===== src/hw/rtl/mve_pkg.sv =====
`default_nettype none
package mve_pkg;

   localparam int BYTE_W      = 8;
   localparam int VALUE_W     = 64;
   localparam int MAX_PAYLOAD = VALUE_W / BYTE_W;
   localparam int CNT_W       = $clog2(MAX_PAYLOAD + 1);
   localparam int QDEPTH      = 2;
   localparam int QPTR_W      = (QDEPTH > 1) ? $clog2(QDEPTH) : 1;
   localparam int QCNT_W      = $clog2(QDEPTH + 1);

   typedef enum logic [1:0] {
      OP_INT = 2'd0,
      OP_STR = 2'd1,
      OP_BIN = 2'd2,
      OP_RAW = 2'd3
   } op_type;

   localparam logic [BYTE_W-1:0] HDR_FIXSTR = 8'ha0;
   localparam logic [BYTE_W-1:0] HDR_STR8   = 8'hd9;
   localparam logic [BYTE_W-1:0] HDR_STR16  = 8'hda;
   localparam logic [BYTE_W-1:0] HDR_STR32  = 8'hdb;
   localparam logic [BYTE_W-1:0] HDR_BIN8   = 8'hc4;
   localparam logic [BYTE_W-1:0] HDR_BIN16  = 8'hc5;
   localparam logic [BYTE_W-1:0] HDR_BIN32  = 8'hc6;
   localparam logic [BYTE_W-1:0] HDR_INT8   = 8'hd0;
   localparam logic [BYTE_W-1:0] HDR_INT16  = 8'hd1;
   localparam logic [BYTE_W-1:0] HDR_INT32  = 8'hd2;
   localparam logic [BYTE_W-1:0] HDR_INT64  = 8'hd3;

   // one classified word: header byte, payload byte count, payload msb-aligned
   typedef struct packed {
      logic [BYTE_W-1:0]  header;
      logic [CNT_W-1:0]   count;
      logic [VALUE_W-1:0] payload;
   } desc_type;

endpackage
`default_nettype wire


===== src/hw/rtl/msgpack_value_encoder.sv =====
// MessagePack value encoder. Each accepted request (signed integer, string
// length, binary length or raw byte) is classified in the same cycle and
// queued; the serializer then sends its bytes one per cycle while rsp_stall
// is low on the rsp channel, header first and payload big-endian, with
// rsp_last_byte on the final byte. An item is 1 to 9 bytes: 1 for fixint,
// fixstr and raw bytes, 2/3/5/9 for the 8/16/32/64-bit forms. A string or
// binary length that is negative or above 4294967295 is dropped with no
// output. Requests keep being taken while the serializer works, until the
// two-entry queue is full.
`default_nettype none
module msgpack_value_encoder (
   input  wire logic                clock,
   input  wire logic                reset,
   input  wire logic                req_valid,
   output logic                     req_stall,
   input  wire logic [1:0]          req_operation,
   input  wire logic signed [63:0]  req_value,
   output logic                     rsp_valid,
   input  wire logic                rsp_stall,
   output logic [7:0]               rsp_out_byte,
   output logic                     rsp_last_byte
);

   mve_pkg::desc_type push_desc;
   mve_pkg::desc_type head;
   logic              push, pop, full, empty;

   mve_front u_front (
      .req_valid     (req_valid),
      .req_stall     (req_stall),
      .req_operation (req_operation),
      .req_value     (req_value),
      .q_full        (full),
      .push          (push),
      .push_desc     (push_desc)
   );

   mve_queue u_queue (
      .clock     (clock),
      .reset     (reset),
      .push      (push),
      .push_desc (push_desc),
      .pop       (pop),
      .head      (head),
      .full      (full),
      .empty     (empty)
   );

   mve_back u_back (
      .clock         (clock),
      .reset         (reset),
      .head          (head),
      .empty         (empty),
      .pop           (pop),
      .rsp_valid     (rsp_valid),
      .rsp_stall     (rsp_stall),
      .rsp_out_byte  (rsp_out_byte),
      .rsp_last_byte (rsp_last_byte)
   );

endmodule
`default_nettype wire


===== src/hw/rtl/mve_front.sv =====
`default_nettype none
module mve_front (
   input  wire logic                        req_valid,
   output logic                             req_stall,
   input  wire logic [1:0]                  req_operation,
   input  wire logic signed [63:0]          req_value,
   input  wire logic                        q_full,
   output logic                             push,
   output mve_pkg::desc_type                push_desc
);

   logic [63:0]                 v;
   logic                        drop;
   logic [mve_pkg::BYTE_W-1:0]  header;
   logic [mve_pkg::CNT_W-1:0]   count;
   logic                        fixint, fit8, fit16, fit32;
   logic                        len_bad, len_lt32, len_le8, len_le16;

   assign v        = req_value;
   assign fixint   = (~|v[63:7]) | (&v[63:5]);
   assign fit8     = (~|v[63:7])  | (&v[63:7]);
   assign fit16    = (~|v[63:15]) | (&v[63:15]);
   assign fit32    = (~|v[63:31]) | (&v[63:31]);
   assign len_bad  = |v[63:32];
   assign len_lt32 = ~|v[31:5];
   assign len_le8  = ~|v[31:8];
   assign len_le16 = ~|v[31:16];

   always_comb begin
      drop   = 1'b0;
      header = v[7:0];
      count  = '0;
      case (req_operation)
         mve_pkg::OP_INT: begin
            if (fixint) begin
               header = v[7:0];
               count  = mve_pkg::CNT_W'(0);
            end else if (fit8) begin
               header = mve_pkg::HDR_INT8;
               count  = mve_pkg::CNT_W'(1);
            end else if (fit16) begin
               header = mve_pkg::HDR_INT16;
               count  = mve_pkg::CNT_W'(2);
            end else if (fit32) begin
               header = mve_pkg::HDR_INT32;
               count  = mve_pkg::CNT_W'(4);
            end else begin
               header = mve_pkg::HDR_INT64;
               count  = mve_pkg::CNT_W'(8);
            end
         end
         mve_pkg::OP_STR: begin
            drop = len_bad;
            if (len_lt32) begin
               header = mve_pkg::HDR_FIXSTR | {3'b000, v[4:0]};
               count  = mve_pkg::CNT_W'(0);
            end else if (len_le8) begin
               header = mve_pkg::HDR_STR8;
               count  = mve_pkg::CNT_W'(1);
            end else if (len_le16) begin
               header = mve_pkg::HDR_STR16;
               count  = mve_pkg::CNT_W'(2);
            end else begin
               header = mve_pkg::HDR_STR32;
               count  = mve_pkg::CNT_W'(4);
            end
         end
         mve_pkg::OP_BIN: begin
            drop = len_bad;
            if (len_le8) begin
               header = mve_pkg::HDR_BIN8;
               count  = mve_pkg::CNT_W'(1);
            end else if (len_le16) begin
               header = mve_pkg::HDR_BIN16;
               count  = mve_pkg::CNT_W'(2);
            end else begin
               header = mve_pkg::HDR_BIN32;
               count  = mve_pkg::CNT_W'(4);
            end
         end
         default: begin
            header = v[7:0];
            count  = '0;
         end
      endcase
   end

   // align payload so its first byte sits at the top
   always_comb begin
      push_desc.header = header;
      push_desc.count  = count;
      case (count)
         mve_pkg::CNT_W'(1): push_desc.payload = {v[7:0], 56'd0};
         mve_pkg::CNT_W'(2): push_desc.payload = {v[15:0], 48'd0};
         mve_pkg::CNT_W'(4): push_desc.payload = {v[31:0], 32'd0};
         default:            push_desc.payload = v;
      endcase
   end

   assign req_stall = q_full;
   assign push      = req_valid & ~q_full & ~drop;

endmodule
`default_nettype wire


===== src/hw/rtl/mve_queue.sv =====
`default_nettype none
module mve_queue (
   input  wire logic              clock,
   input  wire logic              reset,
   input  wire logic              push,
   input  wire mve_pkg::desc_type push_desc,
   input  wire logic              pop,
   output mve_pkg::desc_type      head,
   output logic                   full,
   output logic                   empty
);

   mve_pkg::desc_type               mem_ff [mve_pkg::QDEPTH];
   logic [mve_pkg::QPTR_W-1:0]      wr_ptr_ff, wr_ptr_in;
   logic [mve_pkg::QPTR_W-1:0]      rd_ptr_ff, rd_ptr_in;
   logic [mve_pkg::QCNT_W-1:0]      count_ff, count_in;

   assign full  = (count_ff == mve_pkg::QCNT_W'(mve_pkg::QDEPTH));
   assign empty = (count_ff == '0);
   assign head  = mem_ff[rd_ptr_ff];

   always_comb begin
      wr_ptr_in = wr_ptr_ff;
      rd_ptr_in = rd_ptr_ff;
      count_in  = count_ff;
      if (push) begin
         wr_ptr_in = (wr_ptr_ff == mve_pkg::QPTR_W'(mve_pkg::QDEPTH - 1)) ?
                     '0 : wr_ptr_ff + 1'b1;
      end
      if (pop) begin
         rd_ptr_in = (rd_ptr_ff == mve_pkg::QPTR_W'(mve_pkg::QDEPTH - 1)) ?
                     '0 : rd_ptr_ff + 1'b1;
      end
      if (push && !pop) begin
         count_in = count_ff + 1'b1;
      end else if (pop && !push) begin
         count_in = count_ff - 1'b1;
      end
   end

   always_ff @(posedge clock) begin
      if (reset) begin
         wr_ptr_ff <= '0;
         rd_ptr_ff <= '0;
         count_ff  <= '0;
      end else begin
         wr_ptr_ff <= wr_ptr_in;
         rd_ptr_ff <= rd_ptr_in;
         count_ff  <= count_in;
      end
   end

   always_ff @(posedge clock) begin
      if (push) begin
         mem_ff[wr_ptr_ff] <= push_desc;
      end
   end

`ifndef NO_ASSERTIONS
   a_no_overflow: assert property (@(posedge clock) disable iff (reset)
      push |-> !full)
      else $error("queue written while full");
   a_no_underflow: assert property (@(posedge clock) disable iff (reset)
      pop |-> !empty)
      else $error("queue read while empty");
   a_count_step: assert property (@(posedge clock) disable iff (reset)
      (push && !pop) |=> (count_ff == $past(count_ff) + 1'b1))
      else $error("queue fill count did not follow a lone write");
`endif

endmodule
`default_nettype wire


===== src/hw/rtl/mve_back.sv =====
`default_nettype none
module mve_back (
   input  wire logic              clock,
   input  wire logic              reset,
   input  wire mve_pkg::desc_type head,
   input  wire logic              empty,
   output logic                   pop,
   output logic                   rsp_valid,
   input  wire logic              rsp_stall,
   output logic [7:0]             rsp_out_byte,
   output logic                   rsp_last_byte
);

   logic                              valid_ff, valid_in;
   logic [mve_pkg::BYTE_W-1:0]        byte_ff, byte_in;
   logic                              last_ff, last_in;
   logic [mve_pkg::VALUE_W-1:0]       data_ff, data_in;
   logic [mve_pkg::CNT_W-1:0]         cnt_ff, cnt_in;
   logic                              adv;

   assign adv = !valid_ff || !rsp_stall;
   assign pop = adv && (cnt_ff == '0) && !empty;

   always_comb begin
      valid_in = valid_ff;
      byte_in  = byte_ff;
      last_in  = last_ff;
      data_in  = data_ff;
      cnt_in   = cnt_ff;
      if (adv) begin
         if (cnt_ff != '0) begin
            valid_in = 1'b1;
            byte_in  = data_ff[mve_pkg::VALUE_W-1 -: mve_pkg::BYTE_W];
            last_in  = (cnt_ff == mve_pkg::CNT_W'(1));
            data_in  = data_ff << mve_pkg::BYTE_W;
            cnt_in   = cnt_ff - 1'b1;
         end else if (!empty) begin
            valid_in = 1'b1;
            byte_in  = head.header;
            last_in  = (head.count == '0);
            data_in  = head.payload;
            cnt_in   = head.count;
         end else begin
            valid_in = 1'b0;
         end
      end
   end

   always_ff @(posedge clock) begin
      if (reset) begin
         valid_ff <= 1'b0;
         cnt_ff   <= '0;
      end else begin
         valid_ff <= valid_in;
         cnt_ff   <= cnt_in;
      end
   end

   always_ff @(posedge clock) begin
      byte_ff <= byte_in;
      last_ff <= last_in;
      data_ff <= data_in;
   end

   assign rsp_valid     = valid_ff;
   assign rsp_out_byte  = byte_ff;
   assign rsp_last_byte = last_ff;

`ifndef NO_ASSERTIONS
   a_busy_has_word: assert property (@(posedge clock) disable iff (reset)
      (cnt_ff != '0) |-> valid_ff)
      else $error("payload pending without a word on the output");
   a_not_last_pending: assert property (@(posedge clock) disable iff (reset)
      (valid_ff && !last_ff) |-> (cnt_ff != '0))
      else $error("non-final word with nothing left to send");
   a_stall_holds: assert property (@(posedge clock) disable iff (reset)
      (rsp_valid && rsp_stall) |=>
         (rsp_valid && $stable(rsp_out_byte) && $stable(rsp_last_byte)))
      else $error("stalled output word changed");
`endif

endmodule
`default_nettype wire

===== config.mk =====
export PLATFORM = sky130hd
export DESIGN_NAME = msgpack_value_encoder
export DESIGN_NICKNAME = d
export VERILOG_FILES = /design/src/hw/rtl/mve_pkg.sv /design/src/hw/rtl/msgpack_value_encoder.sv /design/src/hw/rtl/mve_front.sv /design/src/hw/rtl/mve_queue.sv /design/src/hw/rtl/mve_back.sv
export SDC_FILE = /design/constraint.sdc
export NUM_CORES = 1
export LEC_CHECK = 0
export BUFFER_PORTS_ARGS = -buffer_cell sky130_fd_sc_hd__clkbuf_2
export CORE_UTILIZATION = 40
export CTS_BUF_LIST = sky130_fd_sc_hd__clkbuf_16
export CTS_CLUSTER_DIAMETER = 30
export DETAILED_ROUTE_END_ITERATION = 8
export GPL_TIMING_DRIVEN = 0
export SYNTH_ARGS = -nofsm -noshare
export SYNTH_HDL_FRONTEND = slang
export SYNTH_SLANG_ARGS = --single-unit

===== constraint.sdc =====
create_clock -name clock -period 6.5 [get_ports clock]
set_clock_uncertainty 0.05 [all_clocks]
set_input_delay 0.325 -clock clock [delete_from_list [all_inputs] [get_ports clock]]
set_output_delay 0.325 -clock clock [all_outputs]
set_load 0.02 [all_outputs]

After elaboration in Yosys (flattened, before gate mapping)

Memories as Yosys holds them, arrays and structs flattened. A register that Yosys moved wholly into a read port is not among the register bits.
Cells that the tools add are included.

Reductions and logical operators: 32
Muxes and demuxes: 38
Divide/modulo/power cells: 0
Add/subtract/negate cells: 5
$lt $le $gt $ge: 0
Shift operators: 0
Bitwise logic cells: 8
$mul: 0
Eq/ne operators: 8

Operator list:

| cell                                                                   | number |
|---|---|
| 64-bit one-hot mux with 3 select lines                                 | 1 |
| 64-bit 2-to-1 mux                                                      | 2 |
| 8-bit 2-to-1 mux                                                       | 8 |
| 59-bit AND reduction                                                   | 1 |
| 57-bit AND reduction                                                   | 1 |
| 57-bit OR reduction                                                    | 1 |
| 49-bit AND reduction                                                   | 1 |
| 49-bit OR reduction                                                    | 1 |
| 33-bit AND reduction                                                   | 1 |
| 33-bit OR reduction                                                    | 1 |
| 4-bit 2-to-1 mux                                                       | 8 |
| 32-bit OR reduction                                                    | 1 |
| 27-bit OR reduction                                                    | 1 |
| 8-bit one-hot mux with 3 select lines                                  | 1 |
| 24-bit OR reduction                                                    | 1 |
| 16-bit OR reduction                                                    | 1 |
| 1-bit 2-to-1 mux                                                       | 13 |
| 4-bit one-hot mux with 3 select lines                                  | 1 |
| 4-bit by 1-bit equality test with 1-bit output (second input constant) | 2 |
| 1-bit logical NOT                                                      | 8 |
| 4-bit logical NOT                                                      | 2 |
| 2-bit 2-to-1 mux                                                       | 3 |
| 2-bit equality test (second input constant)                            | 2 |
| 4-bit by 2-bit equality test with 1-bit output (second input constant) | 1 |
| 18 further kinds                                                       | 28 |

ROM bits: 0
RAM bits: 152
Memories kept: 1
Word-level logic and storage cells: 101
Bits in latches: 0
Input bits: 70
Output and inout port bits: 11
Bits in registers: 82

Memory list:

| name           | depth | bits a word | read ports | clocked after Yosys merged registers in | wr ports | line            | text |
|---|---|---|---|---|---|---|---|
| u_queue.mem_ff | 2     | 76          | 1          | 1                                       | 1        | mve_queue.sv:13 | `mve_pkg::desc_type mem_ff [mve_pkg::QDEPTH];` |

Logic depth before layout (Yosys ltp)

Gate-level depths: netlist of run 1.

Depth after elaboration: 10
Mapped depth: 13

By module

Synthesis of run 1 repeated with hierarchy kept, for this count alone.

Cells, all modules: 833
Area total of the unflattened synthesis: 10,926.7 sq um

Modules (own cells, without submodules):

| module    | cells each | instances | area each (sq um) | sequential area each (sq um) |
|---|---|---|---|---|
| mve_queue | 258        | 1         | 5,844.4           | 4,664.5 |
| mve_back  | 329        | 1         | 3,397.0           | 2,292.2 |
| mve_front | 246        | 1         | 1,685.4           | 0.0 |

Worst setup path after synthesis of run 1

No wires, ideal clock.

Path type: input port to flip-flop
From: in req_value[37]
To: mem u_queue.mem_ff[0][0] (netlist name), enable pin
Slack: 828 ps
Library setup time: 520 ps
Arrival time: 5,102 ps
Cell stages on the path: 6
Path through: nor4_1 > nand4_1 > or3_1 > buf_2 > a211oi_1 > nor2b_1

Cells in the longest elaborated chain, start to end: 6

RTL lines:

| what                                   | line                        | text |
|---|---|---|
| start: declaration                     | msgpack_value_encoder.sv:17 | `input wire logic signed [63:0] req_value,` |
| 32-bit OR reduction                    | mve_front.sv:24             | `assign len_bad = \|v[63:32];` |
| 1-bit 2-to-1 mux                       | mve_front.sv:33             | `case (req_operation)` |
| 1-bit inverter                         | mve_front.sv:101            | `assign push = req_valid & ~q_full & ~drop;` |
| 1-bit bitwise AND                      | mve_front.sv:101            |  |
| via push                               | msgpack_value_encoder.sv:26 | `logic push, pop, full, empty;` |
| 1-bit 2-to-1 mux                       | mve_queue.sv:54             | `if (push) begin` |
| 1-bit 2-to-1 mux (implied by the code) | mve_queue.sv:55             | `mem_ff[wr_ptr_ff] <= push_desc;` |
| end: declaration                       | mve_queue.sv:13             |  |

The timed path passes the listed nets, and every way through them passes these cells.

==> results of run 1 <==
[state kept, by name (all words and copies together), names as in the netlist, named ones only]
name                  cells
u_queue.rd_ptr_ff         1
u_queue.count_ff          2
u_back.rsp_last_byte      1
u_back.rsp_out_byte       8
u_queue.mem_ff          152
u_back.data_ff           64
u_back.cnt_ff             4
u_queue.wr_ptr_ff         1
u_back.rsp_valid          1
[worst max-delay path, cell delays in order]
cell	delay (ns)
clkbuf_2	0.19
or4_4	0.56
nor4_1	0.49
nor4_1	0.09
a21oi_1	0.26
o221ai_1	0.18
nor4bb_1	0.51
buf_2	0.30
clkbuf_1	0.34
a22oi_1	0.22
o21ai_0	0.23
[metal layers]
layer / routed length, microns / vias up / GRT usage (%) / share of wire [%]
met2: 13000 / 295 / 33.5 / 46
li1: - / 3283 / - / -
met1: 12300 / 3426 / 30.0 / 44
met3: 2340 / 47 / 4.07 / 8.3
met4: 616 / 0 / 6.86 / 2.2
met5: 0 / - / 0 / 0
[final cells by class]
cell class / instances / share of cell area (%)
Buffer: 42 / 1.52
Timing Repair Buffer: 85 / 4.25
Clock inverter: 35 / 2.85
Sequential cell: 235 / 53.4
Multi-Input combinational cell: 487 / 25.0
Tap cell: 330 / 3.17
Clock buffer: 48 / 9.22
Inverter: 19 / 0.548
[worst max path at each step]
stage                       start                         endpoint  slack [ns]  depth (start not counted)
floorplan           req_value[37]   u_queue.mem_ff[0][0]$_DFFE_PP_        0.83                          6
global placement    req_value[37]  u_queue.mem_ff[0][28]$_DFFE_PP_       -1.92                          7
detailed placement  req_value[37]  u_queue.mem_ff[1][50]$_DFFE_PP_        2.72                         12
CTS                 req_value[37]  u_queue.mem_ff[1][50]$_DFFE_PP_        3.26                         12
global route         req_value[8]  u_queue.mem_ff[1][50]$_DFFE_PP_        3.02                         11
finish              req_value[10]  u_queue.mem_ff[0][51]$_DFFE_PP_        3.03                         11
[per-stage QoR]
step / worst slack, ns / cell area [sq um] / setup TNS (ns)
2_1_floorplan: 0.828 / 10500 / 0
3_3_place_gp: -1.92 / 11300 / -205.21
3_5_place_dp: 2.72 / 11400 / 0
4_1_cts: 3.26 / 13000 / 0
5_1_grt: 3.02 / 13000 / 0
6_report: 3.03 / 13000 / 0
[kinds of logic (layout without fill, tap and decap cells)]
logic type | after synthesis | after routing | share of synthesized area (%)
simple gates | 236 | 236 | 11.4
flops | 235 | 235 | 66.5
compound gates | 163 | 163 | 10.9
mux | 77 | 77 | 7.42
buf+inv | 61 | 229 | 2.57
fa+ha+maj | 7 | 7 | 0.837
xor+xnor | 4 | 4 | 0.335
[where the power goes]
| group | internal (W) | total (W) | leakage (nW) | switching, W |
|---|---|---|---|---|
| Combinational | 0.000490 | 0.00158 | 1.61 | 0.00110 |
| Sequential | 0.00228 | 0.00241 | 2.21 | 0.000129 |
| Clock | 0.00158 | 0.00234 | 0.748 | 0.000766 |
[cell usage in the layout, fill, tap and decap left out, types with 5 or more instances in the layout]
master,instances
clkinvlp_4,10
clkinv_1,5
nand4_1,17
a22oi_1,16
nor3_1,9
buf_2,7
clkbuf_2,78
bufinv_16,6
and2_1,31
a31oi_4,7
nor4_1,23
a22o_1,17
nand2_1,86
o21ai_0,84
edfxtp_1,225
ha_1,7
nand3_1,5
clkinv_2,6
inv_1,21
mux2i_1,73
nor2_1,43
a21oi_1,12
dfxtp_1,10
clkbuf_1,28
clkbuf_16,48
buf_12,5
==> metrics.yaml, run 1 <==
p_leak_nw: 4.57
r2r.worst_path.cells: 8
instances_no_fill: 1281
synthesis.nets: 860
syn_area_per_cell_sq_um: 13.4
hold_ws_ns: 0.0467
syn_to_final_growth_pct: 24.5
place.port_buffers: 78
dp_hpwl_mm: 20.3
cts_tree: "yes"
async_flop_share_pct: 0
dp_cells: 1198
crit_type: "in -> reg"
clk_path_buf_depth: 3
finalMaxSlewViolations: 0
n_fill_cell: 2245
drc: 0
htreeDepth: 2
ant_nets: 0
antennaDiodeCount: 0
first_pass_iters: 5
io_pins: 81
die_area_sq_mm: 0.0268
rr_startpoint: "u_back.cnt_ff[0]$_SDFFE_PP0P_"
ys_seq_elements: 235
via_per_inst: 5.50
grt_pass1_vias: 6863
yosysSeqAreaShare_pct: 66.5
place.gp.congestion: 0.884
critPathRequiredTime_ns: 6.72
synthTopCellsByCount: "edfxtp_1 (225), nand2_1 (86), o21ai_0 (84)"
synth_top_area_cell: "edfxtp_1"
postCtsHoldBufs: 0
syn-instance-count: 783
clock_latency_ns: 0.53
grt.total_usage_pct: 21.4
cts_resized: 0
nets: 994
peakVddDrop_mv: 0.410
drv_cap: 0
clk_pin_slew_ns: 0.05
crit_arrival_ns: 3.70
chipWidth_microns: 164
hold_viol_final: 0
postCtsSetupBuffers: 0
min_period_over_period_pct: 53.4
drt_iter0_markers: 700
period_needed_ns: 3.47
rsz0062_at_grt: "false"
synth_edf_count: 225
finalPower_w: 0.00634
cts_buffers: 47
cts_num_sinks: 235
endpoint_kind: "register"
min_from: "rsp_stall"
fmax_mhz: 288
layout-drive-gt1-share_pct: 20.8
yosysMostFrequentCell: "edfxtp_1"
rrSetupSlack_ns: 3.46
drt-total-wl_mm: 28.2
start_util_pct: 41.2
status: "finished clean"
rr_endpoint: "u_back.rsp_out_byte[4]$_DFFE_PP_"
num_vias: 7051
multiInputGateArea_sq_mm: 0.00326
tightest_slew_ns: 0.899
yosysWarnings: 0
relSlewSlack_pct: 40.1
die_h_microns: 164
ys.flop_type: "edfxtp_1"
cp-start-kind: "primary input"
clk_root_buffer_cell: "clkbuf_16"
grt_first_pass_wirelength_mm: 41.5
syn-cell-area_sq_mm: 0.0105
grt_overflow: 0
hold_end: "u_back.cnt_ff[3]$_SDFFE_PP0P_"
antenna_found_initial: 0
ff_latch_area_sq_mm: 0.00696
synth.area.top_cells: "edfxtp_1 (65%), mux2i_1 (7.0%), o21ai_0 (4.0%), nand2_1 (3.1%), and2_1 (1.9%)"
coreArea_sq_mm: 0.0254
critical_path_peak_fanout: 10
fp-row-count: 58
grt_max_degree: 40
ys_types: 57
routedWlPerCell_microns: 22.0
setup_violations: 0
synth.top_cell.area_share_pct: 64.6
hold_path_class: "in -> reg"
cellPowerDensity_mw_per_mm2: 487
holdPathStages: 3
postLayoutCoreUtil_pct: 51.3
(Power assumes the default switching activity.)
==> run 2: changes to the inputs <==
==> constraint.sdc (replaced) <==
create_clock -name clock -period 3.25 [get_ports clock]
set_clock_uncertainty 0.05 [all_clocks]
set_input_delay 0.1625 -clock clock [delete_from_list [all_inputs] [get_ports clock]]
set_output_delay 0.1625 -clock clock [all_outputs]
set_load 0.02 [all_outputs]
==> metrics.yaml, run 2 (same netlist as run 1, synthesis figures left out) <==
status: "finished clean"
cts_buffers: 47
place.port_buffers: 78
grt.total_usage_pct: 21.6
layout_commonest_cell: "edfxtp_1"
p_switching_w: 0.00394
power_frac_clock_pct: 37.5
combPwrFrac_pct: 25.0
drv_cap: 0
setup_tns_ns: 0
clk_pin_slew_ns: 0.05
postLayoutCoreUtil_pct: 51.9
grt_pass1_vias: 7057
clk_path_buf_depth: 3
endpoint_kind: "register"
layout-drive-gt1-share_pct: 20.0
period_needed_ns: 3.08
routedWlPerCell_microns: 22.0
min_period_over_period_pct: 94.9
relSlewSlack_pct: 42.8
clock_latency_ns: 0.52
tightest_slew_ns: 0.857
cts_tree: "yes"
coreArea_sq_mm: 0.0254
top_register: "u_queue.mem_ff"
critical_path_peak_fanout: 10
dp_hpwl_mm: 19.9
power_frac_seq_pct: 37.6
fp-row-count: 58
grt_first_pass_wirelength_mm: 42.1
cellPowerDensity_mw_per_mm2: 974
finalPower_w: 0.0128
drt-total-wl_mm: 28.5
grt_overflow: 0
met2WireLength_mm: 13.1
rsz0062_at_grt: "false"
die_area_sq_mm: 0.0268
p_sw_share_pct: 30.7
crit_type: "in -> reg"
ant_nets: 0
io_pins: 81
nets: 1007
place.gp.congestion: 0.889
p_leak_nw: 4.68
mostFrequentLayoutCells: "edfxtp_1 (225), nand2_1 (86), o21ai_0 (84), clkbuf_2 (80), mux2i_1 (73)"
via_per_inst: 5.63
start_util_pct: 41.2
chipWidth_microns: 164
intPower_w: 0.00890
num_vias: 7284
drt_iter0_markers: 837
met3_length_mm: 2.62
largest_register_ffs: 152
finalMaxSlewViolations: 0
setup_violations: 0
peakVddDrop_mv: 0.844
critPathRequiredTime_ns: 3.45
antennaDiodeCount: 0
hold_path_class: "in -> reg"
fmax_mhz: 324
first_pass_iters: 7
clk_root_buffer_cell: "clkbuf_16"
hold_viol_final: 0
cts_num_sinks: 235
route.top_layer_used: "met4"
cp-start-kind: "primary input"
syn_to_final_growth_pct: 26.0
htreeDepth: 2
crit_arrival_ns: 3.29
antenna_found_initial: 0
grt_max_degree: 45
wl_met1_mm: 11.8
die_h_microns: 164
drc: 0
run 2: area by class of cell:
class | instances | area (sq um)
Timing Repair Buffer | 98 | 673
Clock buffer | 49 | 1230
Inverter | 19 | 71.3
Sequential cell | 235 | 6960
Clock inverter | 34 | 378
Tap cell | 330 | 413
Multi-Input combinational cell | 488 | 3270
Fill cell | 2196 | 12200
Buffer | 41 | 196
run 2: power groups by stage:
stage,clock network [W],logic [W],registers [W]
detailed placement,0,0.00321,0.00486
CTS,0.00487,0.00325,0.00483
global placement,0,0.00242,0.00480
global route,0.00502,0.00357,0.00489
finish,0.00481,0.00321,0.00482
floorplan,0,0.00182,0.00489
run 2: final timing paths:
path | start | end | slack [ns] | cells past startpoint
hold reg to reg | u_queue.count_ff[1]$_SDFFE_PP0P_ | u_queue.count_ff[1]$_SDFFE_PP0P_ | 0.47 | 2
setup reg to reg | u_back.cnt_ff[0]$_SDFFE_PP0P_ | u_back.data_ff[10]$_DFFE_PP_ | 0.45 | 7
hold / removal | req_value[27] | u_queue.mem_ff[1][27]$_DFFE_PP_ | 0.003 | 2
setup / recovery | req_value[31] | u_queue.mem_ff[0][46]$_DFFE_PP_ | 0.17 | 11
run 2: per-layer routing:
metal	vias to the layer above	GRT usage [%]
met5	-	0
met4	0	8.00
met3	76	4.95
met2	349	33.7
met1	3548	29.3
li1	3311	-
run 2: timing repair:
action,in CTS,in global routing
setup buffers,0,0
hold buffers,14,0
hold endpoints to repair,30,0
resized for setup,0,4
setup endpoints to repair,0,68
run 2: through the flow:
stage / cells / hold WS, ns / worst slack [ns] / cell area, sq um
after floorplan: 783 / 0.288 / 0.00480 / 10500
after global placement: 1191 / 0.406 / -1.25 / 11300
after detailed placement: 1197 / 0.407 / -0.319 / 11400
after CTS: 1294 / 0.00272 / 0.199 / 13200
after global routing: 1294 / 0.0210 / 0.00682 / 13200
final: 1294 / 0.00339 / 0.166 / 13200
run 2: critical path, cell delays in order:
cell       delay [ns]
clkbuf_2         0.29
nand4_1          0.16
nor4_2           0.57
nand3_1          0.36
o211a_1          0.28
a2111oi_1        0.48
and3_4           0.26
buf_6            0.12
nor3_4           0.08
buf_2            0.24
a22o_1           0.25
